$ cat src/rtl/sparse_triplet_transpose_unit_macros.svh
// Assertion macros for the sparse triplet transpose unit.
// Included by the RTL files that carry concurrent assertions; needs no other file.
`ifndef SPARSE_TRIPLET_TRANSPOSE_UNIT_MACROS_SVH
`define SPARSE_TRIPLET_TRANSPOSE_UNIT_MACROS_SVH

`ifndef NO_ASSERTIONS

// Same-cycle implication, disabled while reset is held.
`define STT_ASSERT_HOLDS(lbl, clk, rst_n, ante, cons, msg) \
  lbl: assert property (@(posedge clk) disable iff (!rst_n) (ante) |-> (cons)) \
    else $error(msg);

// Next-cycle implication, disabled while reset is held.
`define STT_ASSERT_NEXT(lbl, clk, rst_n, ante, cons, msg) \
  lbl: assert property (@(posedge clk) disable iff (!rst_n) (ante) |=> (cons)) \
    else $error(msg);

`else

`define STT_ASSERT_HOLDS(lbl, clk, rst_n, ante, cons, msg)
`define STT_ASSERT_NEXT(lbl, clk, rst_n, ante, cons, msg)

`endif

`endif

$ cat src/rtl/stt_pkg.sv
// Shared types and constants of the sparse triplet transpose unit.
// Has no dependencies; the other RTL modules and interfaces refer to it by scoped names.
`timescale 1ns / 1ps

package stt_pkg;

  localparam int DIM_W = 9;
  localparam int IDX_W = 8;
  localparam int VAL_W = 16;
  localparam int CFG_IDX_W = 2;
  localparam int unsigned MAX_DIM = 256;

  localparam logic [DIM_W-1:0] DIM_RESET = 9'd256;

  // Configuration register indexes.
  localparam logic [CFG_IDX_W-1:0] REG_MATRIX_ROWS = 2'd0;
  localparam logic [CFG_IDX_W-1:0] REG_MATRIX_COLS = 2'd1;

  typedef enum logic [2:0] {
    ST_IDLE,
    ST_CNT_RD,
    ST_CNT_CHK,
    ST_HDR,
    ST_SCAN_RD,
    ST_SCAN_CHK,
    ST_PASS_END
  } state_t;

  // One stored term, packed as row, column, value.
  typedef struct packed {
    logic [IDX_W-1:0] row;
    logic [IDX_W-1:0] col;
    logic [VAL_W-1:0] value;
  } term_word_t;

  typedef struct packed {
    logic [IDX_W-1:0] word_col;
    logic [IDX_W-1:0] cur_col;
    logic [IDX_W-1:0] nxt_col;
    logic             nxt_found;
    logic             scan_mode;
    logic [DIM_W-1:0] matrix_cols;
  } cmp_req_t;

  typedef struct packed {
    logic col_ok;
    logic match;
    logic better;
  } cmp_res_t;

endpackage

$ cat src/rtl/stt_if.sv
// Valid/ready channel interfaces for input terms and transposed results.
// Depends on stt_pkg for field widths.
`timescale 1ns / 1ps

interface stt_in_if;
  logic                        valid;
  logic                        ready;
  logic [stt_pkg::IDX_W-1:0]   term_row;
  logic [stt_pkg::IDX_W-1:0]   term_col;
  logic signed [stt_pkg::VAL_W-1:0] term_value;
  logic                        has_term;
  logic                        last_term;

  modport source (output valid, term_row, term_col, term_value, has_term, last_term,
                  input ready);
  modport sink (input valid, term_row, term_col, term_value, has_term, last_term,
                output ready);
endinterface

interface stt_out_if;
  logic                        valid;
  logic                        ready;
  logic [stt_pkg::DIM_W-1:0]   out_row;
  logic [stt_pkg::DIM_W-1:0]   out_col;
  logic signed [stt_pkg::VAL_W-1:0] out_value;
  logic                        is_header;
  logic                        last_result;

  modport source (output valid, out_row, out_col, out_value, is_header, last_result,
                  input ready);
  modport sink (input valid, out_row, out_col, out_value, is_header, last_result,
                output ready);
endinterface

$ cat src/rtl/stt_term_mem.sv
// Term store: one write port, one read port with registered read data.
// Depends on stt_pkg for the stored word type.
`timescale 1ns / 1ps

module stt_term_mem #(
  parameter int DEPTH = 32,
  parameter int AW    = 5
) (
  input  logic                clk,
  input  logic                we,
  input  logic [AW-1:0]       waddr,
  input  stt_pkg::term_word_t wdata,
  input  logic                re,
  input  logic [AW-1:0]       raddr,
  output stt_pkg::term_word_t rdata
);

  stt_pkg::term_word_t mem [DEPTH];
  stt_pkg::term_word_t rdata_r;

  always_ff @(posedge clk) begin
    if (we) begin
      mem[waddr] <= wdata;
    end
  end

  always_ff @(posedge clk) begin
    if (re) begin
      rdata_r <= mem[raddr];
    end
  end

  assign rdata = rdata_r;

endmodule

$ cat src/rtl/stt_col_cmp.sv
// Shared column compare unit: range check, current-column match and
// next-column candidate search. Depends on stt_pkg.
`timescale 1ns / 1ps

module stt_col_cmp (
  input  stt_pkg::cmp_req_t req,
  output stt_pkg::cmp_res_t res
);

  logic in_range;
  logic above_cur;
  logic below_nxt;

  always_comb begin
    in_range  = ({1'b0, req.word_col} < req.matrix_cols) &&
                (32'(req.word_col) < stt_pkg::MAX_DIM);
    above_cur = !req.scan_mode || (req.word_col > req.cur_col);
    below_nxt = !req.nxt_found || (req.word_col < req.nxt_col);
    res.col_ok = in_range;
    res.match  = req.scan_mode && (req.word_col == req.cur_col);
    res.better = in_range && above_cur && below_nxt;
  end

endmodule

$ cat src/rtl/stt_ctrl.sv
// Sequencer of the transpose unit: loads terms, runs the count pass and the
// column passes, and holds the output register. Depends on stt_pkg, stt_if and the macros header.
`timescale 1ns / 1ps
`include "sparse_triplet_transpose_unit_macros.svh"

module stt_ctrl #(
  parameter int MAX_TERMS = 32,
  parameter int AW        = 5
) (
  input  logic                        clk,
  input  logic                        rst_n,
  stt_in_if.sink                      in_ch,
  stt_out_if.source                   out_ch,
  input  logic [stt_pkg::DIM_W-1:0]   matrix_rows,
  input  logic [stt_pkg::DIM_W-1:0]   matrix_cols,
  output logic                        mem_we,
  output logic [AW-1:0]               mem_waddr,
  output stt_pkg::term_word_t         mem_wdata,
  output logic                        mem_re,
  output logic [AW-1:0]               mem_raddr,
  input  stt_pkg::term_word_t         mem_rdata,
  output stt_pkg::cmp_req_t           cmp_req,
  input  stt_pkg::cmp_res_t           cmp_res
);

  localparam int CW = $clog2(MAX_TERMS + 1);
  localparam logic [CW-1:0] MaxTermsC = CW'(MAX_TERMS);

  stt_pkg::state_t state_r, state_nxt;

  logic [CW-1:0]                count_r, count_nxt;
  logic [CW-1:0]                idx_r, idx_nxt;
  logic [CW-1:0]                total_r, total_nxt;
  logic [CW-1:0]                emitted_r, emitted_nxt;
  logic [stt_pkg::IDX_W-1:0]    cur_col_r, cur_col_nxt;
  logic [stt_pkg::IDX_W-1:0]    nxt_col_r, nxt_col_nxt;
  logic                         nxt_found_r, nxt_found_nxt;

  logic                         out_valid_r, out_valid_nxt;
  logic [stt_pkg::DIM_W-1:0]    out_row_r, out_row_nxt;
  logic [stt_pkg::DIM_W-1:0]    out_col_r, out_col_nxt;
  logic [stt_pkg::VAL_W-1:0]    out_value_r, out_value_nxt;
  logic                         out_hdr_r, out_hdr_nxt;
  logic                         out_last_r, out_last_nxt;

  logic in_acc;
  logic can_load;
  logic at_end;
  logic last_hit;
  logic out_load;

  assign in_acc   = in_ch.valid && in_ch.ready;
  assign can_load = !out_valid_r || out_ch.ready;
  assign at_end   = (idx_r == count_r);
  assign last_hit = (CW'(emitted_r + 1'b1) == total_r);

  assign in_ch.ready        = (state_r == stt_pkg::ST_IDLE);
  assign out_ch.valid       = out_valid_r;
  assign out_ch.out_row     = out_row_r;
  assign out_ch.out_col     = out_col_r;
  assign out_ch.out_value   = out_value_r;
  assign out_ch.is_header   = out_hdr_r;
  assign out_ch.last_result = out_last_r;

  // Next state.
  always_comb begin
    state_nxt = state_r;
    case (state_r)
      stt_pkg::ST_IDLE: begin
        if (in_acc && in_ch.last_term) begin
          state_nxt = stt_pkg::ST_CNT_RD;
        end
      end
      stt_pkg::ST_CNT_RD: begin
        state_nxt = at_end ? stt_pkg::ST_HDR : stt_pkg::ST_CNT_CHK;
      end
      stt_pkg::ST_CNT_CHK: begin
        state_nxt = stt_pkg::ST_CNT_RD;
      end
      stt_pkg::ST_HDR: begin
        if (can_load) begin
          state_nxt = (total_r == '0) ? stt_pkg::ST_IDLE : stt_pkg::ST_SCAN_RD;
        end
      end
      stt_pkg::ST_SCAN_RD: begin
        state_nxt = at_end ? stt_pkg::ST_PASS_END : stt_pkg::ST_SCAN_CHK;
      end
      stt_pkg::ST_SCAN_CHK: begin
        if (!cmp_res.match) begin
          state_nxt = stt_pkg::ST_SCAN_RD;
        end else if (can_load) begin
          state_nxt = last_hit ? stt_pkg::ST_IDLE : stt_pkg::ST_SCAN_RD;
        end
      end
      stt_pkg::ST_PASS_END: begin
        state_nxt = stt_pkg::ST_SCAN_RD;
      end
      default: begin
        state_nxt = stt_pkg::ST_IDLE;
      end
    endcase
  end

  // Datapath and outputs.
  always_comb begin
    count_nxt     = count_r;
    idx_nxt       = idx_r;
    total_nxt     = total_r;
    emitted_nxt   = emitted_r;
    cur_col_nxt   = cur_col_r;
    nxt_col_nxt   = nxt_col_r;
    nxt_found_nxt = nxt_found_r;
    out_load      = 1'b0;
    out_row_nxt   = out_row_r;
    out_col_nxt   = out_col_r;
    out_value_nxt = out_value_r;
    out_hdr_nxt   = out_hdr_r;
    out_last_nxt  = out_last_r;

    mem_we          = in_acc && in_ch.has_term && (count_r < MaxTermsC);
    mem_waddr       = count_r[AW-1:0];
    mem_wdata.row   = in_ch.term_row;
    mem_wdata.col   = in_ch.term_col;
    mem_wdata.value = in_ch.term_value;
    mem_re          = ((state_r == stt_pkg::ST_CNT_RD) ||
                       (state_r == stt_pkg::ST_SCAN_RD)) && !at_end;
    mem_raddr       = idx_r[AW-1:0];

    cmp_req.word_col    = mem_rdata.col;
    cmp_req.cur_col     = cur_col_r;
    cmp_req.nxt_col     = nxt_col_r;
    cmp_req.nxt_found   = nxt_found_r;
    cmp_req.scan_mode   = (state_r == stt_pkg::ST_SCAN_CHK);
    cmp_req.matrix_cols = matrix_cols;

    case (state_r)
      stt_pkg::ST_IDLE: begin
        if (mem_we) begin
          count_nxt = CW'(count_r + 1'b1);
        end
        if (in_acc && in_ch.last_term) begin
          idx_nxt       = '0;
          total_nxt     = '0;
          nxt_found_nxt = 1'b0;
        end
      end
      stt_pkg::ST_CNT_CHK: begin
        if (cmp_res.col_ok) begin
          total_nxt = CW'(total_r + 1'b1);
        end
        if (cmp_res.better) begin
          nxt_col_nxt   = mem_rdata.col;
          nxt_found_nxt = 1'b1;
        end
        idx_nxt = CW'(idx_r + 1'b1);
      end
      stt_pkg::ST_HDR: begin
        if (can_load) begin
          out_load      = 1'b1;
          out_row_nxt   = matrix_cols;
          out_col_nxt   = matrix_rows;
          out_value_nxt = stt_pkg::VAL_W'(count_r);
          out_hdr_nxt   = 1'b1;
          out_last_nxt  = (total_r == '0);
          if (total_r == '0) begin
            count_nxt = '0;
          end else begin
            cur_col_nxt   = nxt_col_r;
            nxt_found_nxt = 1'b0;
            idx_nxt       = '0;
            emitted_nxt   = '0;
          end
        end
      end
      stt_pkg::ST_SCAN_CHK: begin
        if (!cmp_res.match || can_load) begin
          if (cmp_res.better) begin
            nxt_col_nxt   = mem_rdata.col;
            nxt_found_nxt = 1'b1;
          end
          idx_nxt = CW'(idx_r + 1'b1);
          if (cmp_res.match) begin
            out_load      = 1'b1;
            out_row_nxt   = {1'b0, cur_col_r};
            out_col_nxt   = {1'b0, mem_rdata.row};
            out_value_nxt = mem_rdata.value;
            out_hdr_nxt   = 1'b0;
            out_last_nxt  = last_hit;
            emitted_nxt   = CW'(emitted_r + 1'b1);
            if (last_hit) begin
              count_nxt = '0;
            end
          end
        end
      end
      stt_pkg::ST_PASS_END: begin
        cur_col_nxt   = nxt_col_r;
        nxt_found_nxt = 1'b0;
        idx_nxt       = '0;
      end
      default: begin
      end
    endcase

    if (out_load) begin
      out_valid_nxt = 1'b1;
    end else if (out_ch.ready) begin
      out_valid_nxt = 1'b0;
    end else begin
      out_valid_nxt = out_valid_r;
    end
  end

  always_ff @(posedge clk) begin
    if (!rst_n) begin
      state_r     <= stt_pkg::ST_IDLE;
      count_r     <= '0;
      idx_r       <= '0;
      total_r     <= '0;
      emitted_r   <= '0;
      nxt_found_r <= 1'b0;
      out_valid_r <= 1'b0;
    end else begin
      state_r     <= state_nxt;
      count_r     <= count_nxt;
      idx_r       <= idx_nxt;
      total_r     <= total_nxt;
      emitted_r   <= emitted_nxt;
      nxt_found_r <= nxt_found_nxt;
      out_valid_r <= out_valid_nxt;
    end
  end

  always_ff @(posedge clk) begin
    cur_col_r   <= cur_col_nxt;
    nxt_col_r   <= nxt_col_nxt;
    out_row_r   <= out_row_nxt;
    out_col_r   <= out_col_nxt;
    out_value_r <= out_value_nxt;
    out_hdr_r   <= out_hdr_nxt;
    out_last_r  <= out_last_nxt;
  end

  `STT_ASSERT_HOLDS(a_count_bound, clk, rst_n, 1'b1, count_r <= MaxTermsC, "term count overflow")
  `STT_ASSERT_HOLDS(a_total_bound, clk, rst_n, state_r != stt_pkg::ST_IDLE, total_r <= count_r, "scan total above term count")
  `STT_ASSERT_HOLDS(a_emit_bound, clk, rst_n, state_r == stt_pkg::ST_SCAN_CHK, emitted_r < total_r, "scan running past its last term")
  `STT_ASSERT_HOLDS(a_pass_has_next, clk, rst_n, state_r == stt_pkg::ST_PASS_END, nxt_found_r, "column pass ended with no next column")
  `STT_ASSERT_NEXT(a_done_clears, clk, rst_n, out_load && out_last_nxt, (count_r == '0) && (state_r == stt_pkg::ST_IDLE), "final result did not empty the store")

endmodule

$ cat src/rtl/sparse_triplet_transpose_unit.sv
// Top level of the sparse triplet transpose unit: configuration registers and
// the sequencer, term store and compare unit. Depends on stt_pkg, stt_if,
// stt_term_mem, stt_col_cmp and stt_ctrl.
`timescale 1ns / 1ps

// Channel   Dir  Handshake            Word contents
// in_ch     in   valid/ready          term_row, term_col, term_value, has_term, last_term
// out_ch    out  valid/ready          out_row, out_col, out_value, is_header, last_result
// cfg_*     in   cfg_we, no ready     cfg_idx selects matrix_rows or matrix_cols
//
// Words that do not close the matrix are taken one per cycle, back to back.
// A closing word starts the scan: a count pass over the stored terms, then the header,
// then one pass over the store per distinct in-range column, the last ending at its final match.
// The single store read port and the one shared compare unit pace the scan; output stalls hold it.
// Reset (rst_n low, synchronous) empties the store and sets both dimensions to 256.
// in_ch.ready is low during a scan; the next matrix may load while the last result waits.

module sparse_triplet_transpose_unit #(
  parameter int MAX_TERMS = 32
) (
  input  logic                            clk,
  input  logic                            rst_n,
  stt_in_if.sink                          in_ch,
  stt_out_if.source                       out_ch,
  input  logic                            cfg_we,
  input  logic [stt_pkg::CFG_IDX_W-1:0]   cfg_idx,
  input  logic [stt_pkg::DIM_W-1:0]       cfg_data
);

  // Term store address width; a single-entry store still gets one address bit.
  localparam int AW = (MAX_TERMS > 1) ? $clog2(MAX_TERMS) : 1;

  logic [stt_pkg::DIM_W-1:0] rows_r, rows_nxt;
  logic [stt_pkg::DIM_W-1:0] cols_r, cols_nxt;

  logic                 mem_we;
  logic [AW-1:0]        mem_waddr;
  stt_pkg::term_word_t  mem_wdata;
  logic                 mem_re;
  logic [AW-1:0]        mem_raddr;
  stt_pkg::term_word_t  mem_rdata;
  stt_pkg::cmp_req_t    cmp_req;
  stt_pkg::cmp_res_t    cmp_res;

  // Configuration writes; an index past the register list is dropped.
  always_comb begin
    rows_nxt = rows_r;
    cols_nxt = cols_r;
    if (cfg_we) begin
      case (cfg_idx)
        stt_pkg::REG_MATRIX_ROWS: rows_nxt = cfg_data;
        stt_pkg::REG_MATRIX_COLS: cols_nxt = cfg_data;
        default: begin
        end
      endcase
    end
  end

  always_ff @(posedge clk) begin
    if (!rst_n) begin
      rows_r <= stt_pkg::DIM_RESET;
      cols_r <= stt_pkg::DIM_RESET;
    end else begin
      rows_r <= rows_nxt;
      cols_r <= cols_nxt;
    end
  end

  // The store is only read below the fill count, so it needs no clearing.
  stt_term_mem #(
    .DEPTH (MAX_TERMS),
    .AW    (AW)
  ) u_mem (
    .clk   (clk),
    .we    (mem_we),
    .waddr (mem_waddr),
    .wdata (mem_wdata),
    .re    (mem_re),
    .raddr (mem_raddr),
    .rdata (mem_rdata)
  );

  // One compare unit serves both the counting pass and every column pass.
  stt_col_cmp u_cmp (
    .req (cmp_req),
    .res (cmp_res)
  );

  stt_ctrl #(
    .MAX_TERMS (MAX_TERMS),
    .AW        (AW)
  ) u_ctrl (
    .clk         (clk),
    .rst_n       (rst_n),
    .in_ch       (in_ch),
    .out_ch      (out_ch),
    .matrix_rows (rows_r),
    .matrix_cols (cols_r),
    .mem_we      (mem_we),
    .mem_waddr   (mem_waddr),
    .mem_wdata   (mem_wdata),
    .mem_re      (mem_re),
    .mem_raddr   (mem_raddr),
    .mem_rdata   (mem_rdata),
    .cmp_req     (cmp_req),
    .cmp_res     (cmp_res)
  );

endmodule

$ cat src/flat_wrapper.sv
// flat-port wrapper written by rule: the top's interface ports become plain ports
module sparse_triplet_transpose_unit_flat 
#(
  parameter int MAX_TERMS = 32
)
  (clk, rst_n, cfg_we, cfg_idx, cfg_data, in_ch_valid, in_ch_term_row, in_ch_term_col, in_ch_term_value, in_ch_has_term, in_ch_last_term, in_ch_ready, out_ch_valid, out_ch_out_row, out_ch_out_col, out_ch_out_value, out_ch_is_header, out_ch_last_result, out_ch_ready);
  stt_in_if in_ch_i ();
  stt_out_if out_ch_i ();
  input  logic clk;
  input  logic rst_n;
  input  logic cfg_we;
  input  logic [stt_pkg::CFG_IDX_W-1:0] cfg_idx;
  input  logic [stt_pkg::DIM_W-1:0] cfg_data;
  input wire logic [$bits(in_ch_i.valid)-1:0] in_ch_valid;
  input wire logic [$bits(in_ch_i.term_row)-1:0] in_ch_term_row;
  input wire logic [$bits(in_ch_i.term_col)-1:0] in_ch_term_col;
  input wire logic [$bits(in_ch_i.term_value)-1:0] in_ch_term_value;
  input wire logic [$bits(in_ch_i.has_term)-1:0] in_ch_has_term;
  input wire logic [$bits(in_ch_i.last_term)-1:0] in_ch_last_term;
  output wire logic [$bits(in_ch_i.ready)-1:0] in_ch_ready;
  output wire logic [$bits(out_ch_i.valid)-1:0] out_ch_valid;
  output wire logic [$bits(out_ch_i.out_row)-1:0] out_ch_out_row;
  output wire logic [$bits(out_ch_i.out_col)-1:0] out_ch_out_col;
  output wire logic [$bits(out_ch_i.out_value)-1:0] out_ch_out_value;
  output wire logic [$bits(out_ch_i.is_header)-1:0] out_ch_is_header;
  output wire logic [$bits(out_ch_i.last_result)-1:0] out_ch_last_result;
  input wire logic [$bits(out_ch_i.ready)-1:0] out_ch_ready;
  assign in_ch_i.valid = in_ch_valid;
  assign in_ch_i.term_row = in_ch_term_row;
  assign in_ch_i.term_col = in_ch_term_col;
  assign in_ch_i.term_value = in_ch_term_value;
  assign in_ch_i.has_term = in_ch_has_term;
  assign in_ch_i.last_term = in_ch_last_term;
  assign in_ch_ready = in_ch_i.ready;
  assign out_ch_valid = out_ch_i.valid;
  assign out_ch_out_row = out_ch_i.out_row;
  assign out_ch_out_col = out_ch_i.out_col;
  assign out_ch_out_value = out_ch_i.out_value;
  assign out_ch_is_header = out_ch_i.is_header;
  assign out_ch_last_result = out_ch_i.last_result;
  assign out_ch_i.ready = out_ch_ready;
  sparse_triplet_transpose_unit #(.MAX_TERMS(MAX_TERMS)) u_core (.clk(clk), .rst_n(rst_n), .in_ch(in_ch_i), .out_ch(out_ch_i), .cfg_we(cfg_we), .cfg_idx(cfg_idx), .cfg_data(cfg_data));
endmodule
$ cat config.mk
export PLATFORM = sky130hd
export DESIGN_NAME = sparse_triplet_transpose_unit_flat
export DESIGN_NICKNAME = d
export VERILOG_FILES = /design/src/rtl/stt_pkg.sv /design/src/rtl/stt_if.sv /design/src/rtl/stt_term_mem.sv /design/src/rtl/stt_col_cmp.sv /design/src/rtl/stt_ctrl.sv /design/src/rtl/sparse_triplet_transpose_unit.sv /design/src/flat_wrapper.sv
export VERILOG_INCLUDE_DIRS = /design/src /design/src/rtl
export SDC_FILE = /design/constraint.sdc
export NUM_CORES = 1
export LEC_CHECK = 0
export BUFFER_PORTS_ARGS = -buffer_cell sky130_fd_sc_hd__buf_4
export CORE_MARGIN = 2
export CORE_UTILIZATION = 45
export DETAILED_ROUTE_END_ITERATION = 10
export PLACE_DENSITY = 0.71
export SYNTH_ARGS = -nofsm -noshare
export SYNTH_HDL_FRONTEND = slang
export SYNTH_SLANG_ARGS = --single-unit
$ cat constraint.sdc
create_clock -name clk -period 5.4 [get_ports clk]
set_clock_uncertainty 0.15 [all_clocks]
set_input_delay 1.35 -clock clk [delete_from_list [all_inputs] [get_ports clk]]
set_output_delay 1.35 -clock clk [all_outputs]
set_load 0.05 [all_outputs]
After elaboration in Yosys (flattened, before gate mapping)
Memory sizes are Yosys's and may differ from the RTL's. A register that Yosys moved wholly into a read port is not among the register bits.
Index checks and enable logic that the tools add are counted.
W data, S select, Z words.
Cells by class
  add/sub/neg operators: 4
  order comparisons: 4
  equal/unequal tests: 20
  mux-type cells: 66
  reductions and logical operators: 38
Operators by type and width (count)
  $mux W6: 13
  $mux W9: 6
  $mux W16: 3
  $pmux W9 S2: 2
  $mux W8: 4
  $pmux W16 S2: 1
  $pmux W8 S2: 2
  $pmux W6 S5: 1
  $add A6 B1 Y6 const B: 4
  $pmux W6 S2: 2
  $pmux W3 S7: 1
  $mux W1: 19
  $mux W3: 6
  $pmux W6 S3: 1
  $eq A6 B6 Y1: 2
  $ne A2 B2 Y1 const B: 6
  $reduce_and A5 Y1: 2
  $reduce_bool A2 Y1: 5
  $eq A3 B3 Y1 const B: 3
  $lt A8 B9 Y1: 1
  $reduce_and A3 Y1: 3
  $eq A8 B8 Y1: 1
  $gt A8 B8 Y1: 1
  $logic_and A1 B1 Y1: 8
  20 further kinds: 35
Word-level totals
  register bits after elaboration: 99
  memory bits (writable): 1024
  input port bits: 50
  output and inout bits: 38
  logic and storage cells: 149
  memories: 1
Memories
  u_core.u_mem.mem: words 32, bits a word 32, rd ports 1, clocked after memory_dff 1, write ports 1, line stt_term_mem.sv:18  | stt_pkg::term_word_t mem [DEPTH];

Longest topological paths before layout
  depth after elaboration: 8
  gate-level depth with buffers: 10
  depth with buffers taken out: 8

By module
From an unflattened synthesis, not the netlist that was laid out.
Unflattened totals
  cell total of the unflattened synthesis: 2854
  area, all modules: 46449.5 um^2
Modules (own cells, without submodules)
  stt_term_mem: times used 1, cells each 2260, area an instance 40812.9 um^2, sequential area each 31710.4 um^2
  stt_ctrl: times used 1, cells each 446, area an instance 4340.4 um^2, sequential area each 2142.1 um^2
  sparse_triplet_transpose_unit: times used 1, cells each 70, area an instance 714.4 um^2, sequential area each 360.3 um^2
  stt_col_cmp: times used 1, cells each 78, area an instance 581.8 um^2, sequential area each 0.0 um^2

Least setup slack after synthesis
No wires, ideal clock.
  path type: register to register
  from: register u_core.u_ctrl.idx_r[0]
  to: register, netlist name u_core.u_mem.rdata[0]
  setup time: 461 ps
  data arrival time: 3466 ps
  required time: 4789 ps
  setup slack: 1323 ps
  stages on the path, launching flop included: 8
  buffers on the path: 3
  period minus slack after synthesis: 4077 ps
  cell sequence: dfxtp_1 -> clkbuf_1 -> buf_2 -> buf_2 -> xnor2_1 -> nand4_1 -> nor3_1 -> nor3_1
Between the ends
  longest elaborated chain between the ends: 3
Ends and longest elaborated chain
  start: declaration: line stt_ctrl.sv:32  | logic [CW-1:0] idx_r, idx_nxt;
  start signal: assignment: line stt_ctrl.sv:226  | idx_r <= idx_nxt;
  $eq A6 B6 Y1: line stt_ctrl.sv:54  | assign at_end = (idx_r == count_r);
  $logic_not A1 Y1: line stt_ctrl.sv:126  | (state_r == stt_pkg::ST_SCAN_RD)) && !at_end;
  $logic_and A1 B1 Y1: line stt_ctrl.sv:126
  named net u_core.mem_re: line sparse_triplet_transpose_unit.sv:39  | logic mem_re;
The timed path passes the listed nets, and every way through them passes these cells.
A chain may end at the register's enable or synchronous reset.

Worst setup path in the final report
  from: register u_core.u_ctrl.state_r[0]
  to: register u_core.u_ctrl.nxt_col_r[2] (netlist name), enable pin
Between the ends
  longest elaborated chain between the ends: 6
  elaborated cells on any way between the ends: 8
  those cells by class: 3 x eq/ne; 5 x reduce/logical
Ends and longest elaborated chain
  start: declaration: line stt_ctrl.sv:29  | stt_pkg::state_t state_r, state_nxt;
  start signal: assignment: line stt_ctrl.sv:216  | state_r <= stt_pkg::ST_IDLE;
  start signal: assignment: line stt_ctrl.sv:224  | state_r <= state_nxt;
  $eq A3 B3 Y1: line stt_ctrl.sv:133, stt_ctrl.sv:136
  $logic_and A1 B1 Y1: line stt_col_cmp.sv:20  | res.match = req.scan_mode && (req.word_col == req.cur_col);
  $logic_not A1 Y1: line stt_ctrl.sv:176  | if (!cmp_res.match || can_load) begin
  $logic_or A1 B1 Y1: line stt_ctrl.sv:176
  $ne A2 B2 Y1 (no line)
  $reduce_and A2 Y1 (no line) (*)
  end signal: assignment: line stt_ctrl.sv:236  | nxt_col_r <= nxt_col_nxt;
  end: declaration: line stt_ctrl.sv:36  | logic [stt_pkg::IDX_W-1:0] nxt_col_r, nxt_col_nxt;
Every way passes the cells marked *; elsewhere a longest branch is shown, timed or not.

==> reports/results.ini <==
[outcome]
status=completed

[drt]
wire_per_inst_um=28.4
num_vias=21211
dr.pass1.iters=7
drtIter0Drc=2432
drc_errors=0
ant_nets=0
wl_um=101000
drt-vias-per-instance=5.93

[setup_path]
crit_slowest_cell=a211oi_1
startpoint_type=flop
worstPathCellList=and3_2 -> inv_2 -> o21a_1 -> a211oi_1
cp_data_required_time_ns=5.51
regToRegEndpoint=u_core.u_ctrl.nxt_col_r[2]$_DFFE_PP_
r2r_slack_ns=1.44
critPathTopFamily=compound AO/OA/AOI/OAI gates
crit_type=flop to flop
end_kind=flop
path_buf_inv=1
reg2reg_from=u_core.u_ctrl.state_r[0]$_SDFFE_PN0P_
cpPeakStageDelay_ns=1.02
arrival_ns=4.07
critPathMaxFanout=41
r2r_cells=4

[timing]
hold_violations=0
min_period_ns=3.96
whs_ns=0.296
worst_pin_slew_ns=1.25
fin_crit_sh=0.733
final-max-slew-violation-count=0
max_freq_mhz=253
setup_tns_ns=0
max-slew-margin-rel=0.163
rsz0062_at_grt=false
finalSetupViolCount=0

[clocking]
cts_resized=0
worst_skew_pair.late_latency_ns=0.68
hold_buffers=0
cts_tree=done
h-tree-depth=3
clkTransAtPathRegs_ns=0.06
cts.path.max_buffers=3
clock-sinks=1155
numCtsBuffers=106
cts_root_buf=clkbuf_16
cts_setup_buffers=0

[power_and_ir_drop]
power_density_nw_per_um2=353
p_leak_nw=15.6
peakVddDrop_mv=0.243

[synthesis]
synth_edf_count=1108
ys_warn_count=0
syn_area_um2=44800
yosysTopAreaCell=edfxtp_1
synth.net_count=2132
ys_top_cells_by_area=edfxtp_1 (74%), mux4_2 (16%), dfxtp_1 (2.1%)
ys_seq_area_frac=0.763
yosys_most_used_dff=edfxtp_1
ys_types=61
postSynthAreaPerCell_um2=21.9
syn-instance-count=2052
ys_async_sr_fraction=0
synth_seq_cells=1155
synth.top_cell.area_share=0.742

[final_layout]
fillers=7416
layout_commonest_cell=edfxtp_1
layout.nets=2282
drive_above_1_share=0.303
fin_util=0.517
fin_area_um2=50900
final_cell_mix=edfxtp_1 (1108), mux4_2 (320), buf_4 (133), clkbuf_16 (110), nand2_1 (90)
multi_input_area_um2=10300
seq_area_um2=34200
area_growth_pct=13.5

[floorplan]
core_area_um2=98600
die_h_um=320
initial_core_util=0.455
num_rows=115
die-area_um2=102000
die_w_um=320
io_pins=88

[placement]
dpl.hpwl_um=60400
routabilityCongestion=0.884
placed_area_um2=47500
port_buffers=87

[global_route]
antenna_found_initial=6
grt_max_degree=66
grt-ovfl-total=0
grt_first_pass_wirelength_um=149000
grt_use_total=0.200
grt_pass1_vias=21934

[worst_hold_path]
hp-start=u_core.u_ctrl.nxt_col_r[2]$_DFFE_PP_
worst_hold_path_type=flop to flop
holdPathEnd=u_core.u_ctrl.cur_col_r[2]$_DFFE_PP_
holdPathStages=0

[job]
max_cap_violations=0

==> stage by stage <==
stage | total power (W) | setup WS [ns] | cells
finish | 0.0180 | 1.44 | 3578
detailed placement | 0.0108 | 1.15 | 3381
CTS | 0.0181 | 1.42 | 3576
global placement | 0.0108 | 1.27 | 3381
floorplan | 0.0105 | 1.32 | 2052
global route | 0.0185 | 1.10 | 3576
==> kinds of logic (layout without fill, tap and decap cells) <==
kind of cell	count (synthesis)	after routing	synth area share
simple gates	242	242	0.0251
xor+xnor	14	14	0.00273
mux	372	372	0.173
buf+inv	137	374	0.0124
compound gates	102	102	0.0152
flops	1155	1155	0.763
other cells	0	2	0
fa+ha+maj	30	30	0.00837
==> how the worst max path moves through the flow <==
stage | end | start | slack, ns | cells past startpoint
final | u_core.u_ctrl.nxt_col_r[2]$_DFFE_PP_ | u_core.u_ctrl.state_r[0]$_SDFFE_PN0P_ | 1.44 | 4
after CTS | u_core.u_ctrl.nxt_col_r[2]$_DFFE_PP_ | u_core.u_ctrl.state_r[0]$_SDFFE_PN0P_ | 1.42 | 4
after global routing | u_core.u_ctrl.nxt_col_r[2]$_DFFE_PP_ | u_core.u_ctrl.state_r[0]$_SDFFE_PN0P_ | 1.10 | 4
after floorplan | u_core.u_mem.rdata[0]$_DFFE_PP_ | u_core.u_ctrl.idx_r[0]$_SDFFE_PN0P_ | 1.32 | 7
after global placement | u_core.u_mem.mem[8][10]$_DFFE_PP_ | in_ch_valid | 1.27 | 6
after detailed placement | u_core.u_mem.mem[8][6]$_DFFE_PP_ | in_ch_valid | 1.15 | 6
==> cell usage after synthesis (4+ instances only) <==
cell type  count
a21o_1        10
o21a_1         8
nor3_1        15
o21ai_1        4
a21oi_1       18
buf_1         15
and2_1        15
ha_1          30
o21ai_0       24
edfxtp_1    1108
nor2_1        66
nand2b_1       9
xnor2_1        9
nand3_1       12
clkbuf_1      57
mux2i_1       19
nand4_1        6
inv_1         33
a31oi_1        6
nand2_1       90
mux2_2        33
mux4_2       320
nor2b_1        6
xor2_1         5
buf_2         28
dfxtp_1       47
==> where the power goes <==
| part | internal (W) | switching [W] | total (W) | leakage (nW) |
|---|---|---|---|---|
| Clock | 0.00417 | 0.00319 | 0.00736 | 1.66 |
| Sequential | 0.00986 | 0.0000402 | 0.00990 | 10.3 |
| Combinational | 0.000292 | 0.000436 | 0.000728 | 3.62 |
| Total | 0.0143 | 0.00366 | 0.0180 | 15.6 |
==> final cells by class <==
type,instances,area share
diodes,2,0.0000983
clock buffers,131,0.0560
clock inverters,64,0.0111
inverters,36,0.00265
multi-input cells,760,0.203
flip-flops and latches,1155,0.672
well taps,1287,0.0316
repair buffers,143,0.0235
==> sequential cells by signal (all words and copies together) (netlist names), 9 cells and up <==
name	cells
u_core.u_ctrl.out_ch.out_value	16
u_core.rows_r	9
u_core.u_mem.rdata	32
u_core.u_mem.mem	1024
u_core.cols_r	9
u_core.u_ctrl.out_ch.out_row	9
u_core.u_ctrl.out_ch.out_col	9
==> layer usage <==
metal  track usage  up-vias  share of wire
met5             0        -              0
met4        0.0522        0          0.024
li1              -     8838              -
met1         0.270    11185           0.39
met2         0.329     1019           0.49
met3        0.0474      169          0.089
(Power assumes the default switching activity.)
